`src/sv/siel_pkg.sv`:
```
package siel_pkg;

  // table geometry and limits
  localparam int DEF_NUM_LOCKS  = 64;
  localparam int MAX_READERS    = 65535;
  localparam int MAX_RECURSION  = 255;
  localparam int NUM_REQUESTERS = 256;

  // field widths
  localparam int FUNC_W  = 3;
  localparam int INDEX_W = 6;
  localparam int KIND_W  = 2;
  localparam int SEQ_W   = 32;
  localparam int ID_W    = 8;
  localparam int RDR_W   = 16;
  localparam int REC_W   = 8;
  localparam int WAKE_W  = 2;

  // saturation points of the counters
  localparam int READER_CAP_I  = (MAX_READERS < 65535) ? MAX_READERS : 65535;
  localparam int RECURSE_CAP_I = (MAX_RECURSION < 255) ? MAX_RECURSION : 255;
  localparam logic [RDR_W-1:0] READER_CAP  = RDR_W'(READER_CAP_I);
  localparam logic [REC_W-1:0] RECURSE_CAP = REC_W'(RECURSE_CAP_I);

  // request operations
  localparam logic [FUNC_W-1:0] FN_TRYLOCK   = 3'd0;
  localparam logic [FUNC_W-1:0] FN_RELOCK    = 3'd1;
  localparam logic [FUNC_W-1:0] FN_WAIT      = 3'd2;
  localparam logic [FUNC_W-1:0] FN_UNLOCK    = 3'd3;
  localparam logic [FUNC_W-1:0] FN_UPGRADE   = 3'd4;
  localparam logic [FUNC_W-1:0] FN_DOWNGRADE = 3'd5;
  localparam logic [FUNC_W-1:0] FN_INCREMENT = 3'd6;

  // lock modes
  localparam logic [KIND_W-1:0] KIND_READ   = 2'd0;
  localparam logic [KIND_W-1:0] KIND_INTENT = 2'd1;
  localparam logic [KIND_W-1:0] KIND_WRITE  = 2'd2;

  // waiter bit positions
  localparam int WAIT_READ   = 0;
  localparam int WAIT_INTENT = 1;
  localparam int WAIT_WRITE  = 2;

  // wake classes
  localparam logic [WAKE_W-1:0] WAKE_NONE    = 2'd0;
  localparam logic [WAKE_W-1:0] WAKE_READERS = 2'd1;
  localparam logic [WAKE_W-1:0] WAKE_INTENT  = 2'd2;
  localparam logic [WAKE_W-1:0] WAKE_WRITER  = 2'd3;

  typedef struct packed {
    logic [FUNC_W-1:0]  func;
    logic [INDEX_W-1:0] lock_index;
    logic [KIND_W-1:0]  lock_kind;
    logic [SEQ_W-1:0]   seq_tag;
    logic [ID_W-1:0]    requester_id;
  } req_t;

  typedef struct packed {
    logic               granted;
    logic               request_error;
    logic [WAKE_W-1:0]  wake_class;
    logic [ID_W-1:0]    wake_target;
    logic [SEQ_W-1:0]   seq_now;
    logic [RDR_W-1:0]   readers_now;
    logic               intent_now;
  } rsp_t;

  // one lock entry of the table
  typedef struct packed {
    logic [RDR_W-1:0] readers;
    logic             intent;
    logic [SEQ_W-1:0] seq;
    logic [2:0]       waiters;
    logic [REC_W-1:0] recursion;
    logic [ID_W-1:0]  owner;
  } entry_t;

  // update result handed to the sequencer
  typedef struct packed {
    logic we;
    rsp_t res;
  } upd_t;

endpackage

```
`src/sv/siel_mem.sv`:
```
module siel_mem
  import siel_pkg::*;
#(
  parameter int DEPTH  = DEF_NUM_LOCKS,
  parameter int ADDR_W = (DEPTH > 1) ? $clog2(DEPTH) : 1
) (
  input  logic              clk,
  input  logic              we,
  input  logic [ADDR_W-1:0] waddr,
  input  entry_t            wdata,
  input  logic              re,
  input  logic [ADDR_W-1:0] raddr,
  output entry_t            rdata
);

  entry_t mem [DEPTH];

  // one write port, one registered read port
  always_ff @(posedge clk) begin
    if (we) begin
      mem[waddr] <= wdata;
    end
    if (re) begin
      rdata <= mem[raddr];
    end
  end

endmodule

```
`config.mk`:
```
export PLATFORM = sky130hd
export DESIGN_NAME = siel_mem
export DESIGN_NICKNAME = d
export VERILOG_FILES = /design/src/sv/siel_pkg.sv /design/src/sv/siel_mem.sv
export SDC_FILE = /design/constraint.sdc
export NUM_CORES = 2
export LEC_CHECK = 0
export ABC_AREA = 0
export ABC_CLOCK_PERIOD_IN_PS = 6800
export BUFFER_PORTS_ARGS = -buffer_cell sky130_fd_sc_hd__buf_4
export CAP_MARGIN = 5
export CORE_MARGIN = 5
export CORE_UTILIZATION = 30
export CTS_BUF_LIST = sky130_fd_sc_hd__clkbuf_8
export CTS_CLUSTER_DIAMETER = 50
export DETAILED_ROUTE_END_ITERATION = 10
export GPL_TIMING_DRIVEN = 1
export PLACE_DENSITY = 0.44
export SLEW_MARGIN = 5
export SYNTH_ARGS = -nofsm -noshare
export SYNTH_HDL_FRONTEND = slang
export SYNTH_MEMORY_MAX_BITS = 65536
export SYNTH_SLANG_ARGS = --single-unit
```
`constraint.sdc`:
```
create_clock -name clk -period 6.8 [get_ports clk]
set_input_delay 0.34 -clock clk [delete_from_list [all_inputs] [get_ports clk]]
set_output_delay 0.34 -clock clk [all_outputs]
set_load 0.03 [all_outputs]
```
==> metrics <==
status finished clean; clock slew at reported path FFs 0.06 ns; total number of yosys warnings 0; commonest non-fill, non-tap cell in the layout edfxtp_1; crit share post-route 0.510; largest net degree at the start of global routing 115; Port Buf Inserts 150; Worst Setup Path Type in2reg; Comb power frac 0.051; area delta synth->final 14.9%; RSZ-0062 raised after global routing no; most frequent cells in the layout edfxtp_1, mux4_2, clkbuf_8; Seq/Total Area, Yosys 0.799; FFs w/ async S/R, synth 0; Syn Area/Cell 23.5 um2; worst-path cell chain dlygate4sd3_1 > buf_4 > and2_1 > buf_4 > nand2_4 > buf_4 > o22ai_1 > nor4_1 > o22a_1; switching pwr 12.7 mW; Post-synth EDFFs 4420; peak supply drop 0.204 mV; Synth Register Bits 4420; Top-Level Pins 151; type of origin of the critical path input pin; fillcell total 51100; DRC Markers 0; root buffer cell clkbuf_8; delay of the slowest critical-path stage 0.83 ns; CTS tree yes; Setup WS pre-CTS 2.76 ns; CTS Buffer Depth 4; Synth cell types 34; CP endpoint kind flop; setup TNS 0 ns; First-pass DRT Iterations 5; Worst Path Buf+Inv 4; Primary FF master, synth edfxtp_1; Hold Path Class in2reg; share of cells above drive strength 1 0.279; LEAKAGE 58.9 nW; postcts setup bufs 0; Congestion Overflow GR 0; Final Critical Period 3.47 ns; gp weighted congestion 0.734; Initial Util 0.301; gr busiest metal met2; syn nets 7160; Net Sw Frac 0.234; CTS Sinks 4420; CP most frequent cell buf_4; Least-Margin Pin Slew 1.34 ns; Power Dens Cells 284 mW/mm2; met3 Resource Use GR 0.0293; CORE AREA 0.552 mm2; critical path peak fanout 34; Slew headroom 0.109; antenna violations before repair 57; Top delay family on crit path buffers and inverters; PostCTS Resize Cnt 0; initial DRC count 9052; Internal 41.5 mW; maximum clock frequency 288 MHz; Clock Skew 0.0537 ns; worst-skew pair later-pin latency 1.25 ns; GRT Util Overall 0.186; Placed Cells 14300; htree depth 6; crit path DAT 4.59 ns; met1 GRT Util 0.263; final worst slack 3.33 ns; std cell rows 273; Via density 5.26; Worst path slowest cell nor4_1; Max Cap Viol 0; sequential share of power 0.561; via count 82700; clock power share 0.389; fin. max-slew vios 0; global routing usage on met2 0.306; WP data required 7.92 ns; total CTS buffers 728; Non-Filler Instances 15700; area of the mapped netlist 0.166 mm2; Routed Antenna Nets 0; Final #Nets 7950; Die Y 754 um; vias in the first global route 85200; first-pass GRT wire length 736 mm; die footprint 0.569 mm2; hpwl dp 280 mm; endpoints failing setup 0; wire per inst 34.6 um; Die Width 754 um; Post-CTS Hold Buffers 88; Detailed Route WL 544 mm; Total Power 54.2 mW; endpoints failing hold 0; Mapped Cells 7077
==> cell type report <==
class / instances / area (um2) / area share
Sequential cell: 4420 / 133000 / 0.695
Multi-Input combinational cell: 2243 / 31900 / 0.167
Clock buffer: 733 / 10100 / 0.0528
Tap cell: 7287 / 9120 / 0.0477
Timing Repair Buffer: 473 / 4470 / 0.0234
Clock inverter: 558 / 2710 / 0.0142
Antenna cell: 15 / 37.5 / 0.000196
Inverter: 1 / 6.26 / 0.0000327
==> cell usage after synthesis (23+ instances only) <==
master	count	area (um2)
a211oi_1	108	811
buf_1	38	143
edfxtp_1	4420	133000
nand3_1	30	150
buf_4	68	510
nand2_1	29	109
o221ai_1	23	201
nor4_1	56	350
nor2_1	86	323
nor3_1	103	515
buf_6	39	439
o22ai_1	370	2310
mux4_2	1031	23200
buf_2	83	415
mux2i_1	130	1300
clkbuf_1	185	694
a22oi_1	60	450
nor2b_1	84	526
o22a_1	56	490
==> stage by stage <==
step           area (um2)  hold WS (ns)  utilization
2_1_floorplan      166000         0.439            -
3_3_place_gp       177000         0.813        0.321
3_5_place_dp       177000         0.804        0.321
4_1_cts            191000      0.000128        0.346
5_1_grt            191000         0.117        0.346
6_report           191000         0.171        0.346
==> path summary, 6_finish.rpt <==
| path | from | endpoint | slack [ns] | depth (start not counted) |
|---|---|---|---|---|
| worst max-delay path | raddr[3] | rdata[44]$_DFFE_PP_ | 3.33 | 9 |
| worst min-delay path | wdata[53] | mem[32][53]$_DFFE_PP_ | 0.17 | 2 |
| worst max register to register | mem[39][12]$_DFFE_PP_ | rdata[12]$_DFFE_PP_ | 4.67 | 4 |
| worst min register to register | mem[1][59]$_DFFE_PP_ | rdata[59]$_DFFE_PP_ | 0.84 | 5 |
==> routing by layer <==
metal,share of wire,vias to the layer above
met1,0.44,46500
met4,0.021,22
met3,0.061,735
met5,0.00026,-
li1,-,32400
met2,0.48,3155
==> power groups by stage <==
stage	Sequential [mW]	Combinational (mW)	Clock (mW)
after global placement	31.0	2.70	0
after global routing	30.4	2.91	23.0
after CTS	30.4	2.80	21.7
final	30.4	2.74	21.1
after floorplan	30.9	1.40	0
after detailed placement	31.0	2.74	0
==> state kept, by name (all words and copies together) (netlist names) <==
name   cells
mem     4352
rdata     68
==> cell families (layout without fill, tap and decap cells) <==
family | Yosys count | count (layout) | synth area share
compound gates | 669 | 669 | 0.0277
buf+inv | 414 | 1765 | 0.0133
flops | 4420 | 4420 | 0.799
mux | 1161 | 1161 | 0.148
other cells | 0 | 15 | 0
simple gates | 413 | 413 | 0.0129
No activity file was read; power rests on OpenSTA's default activity.
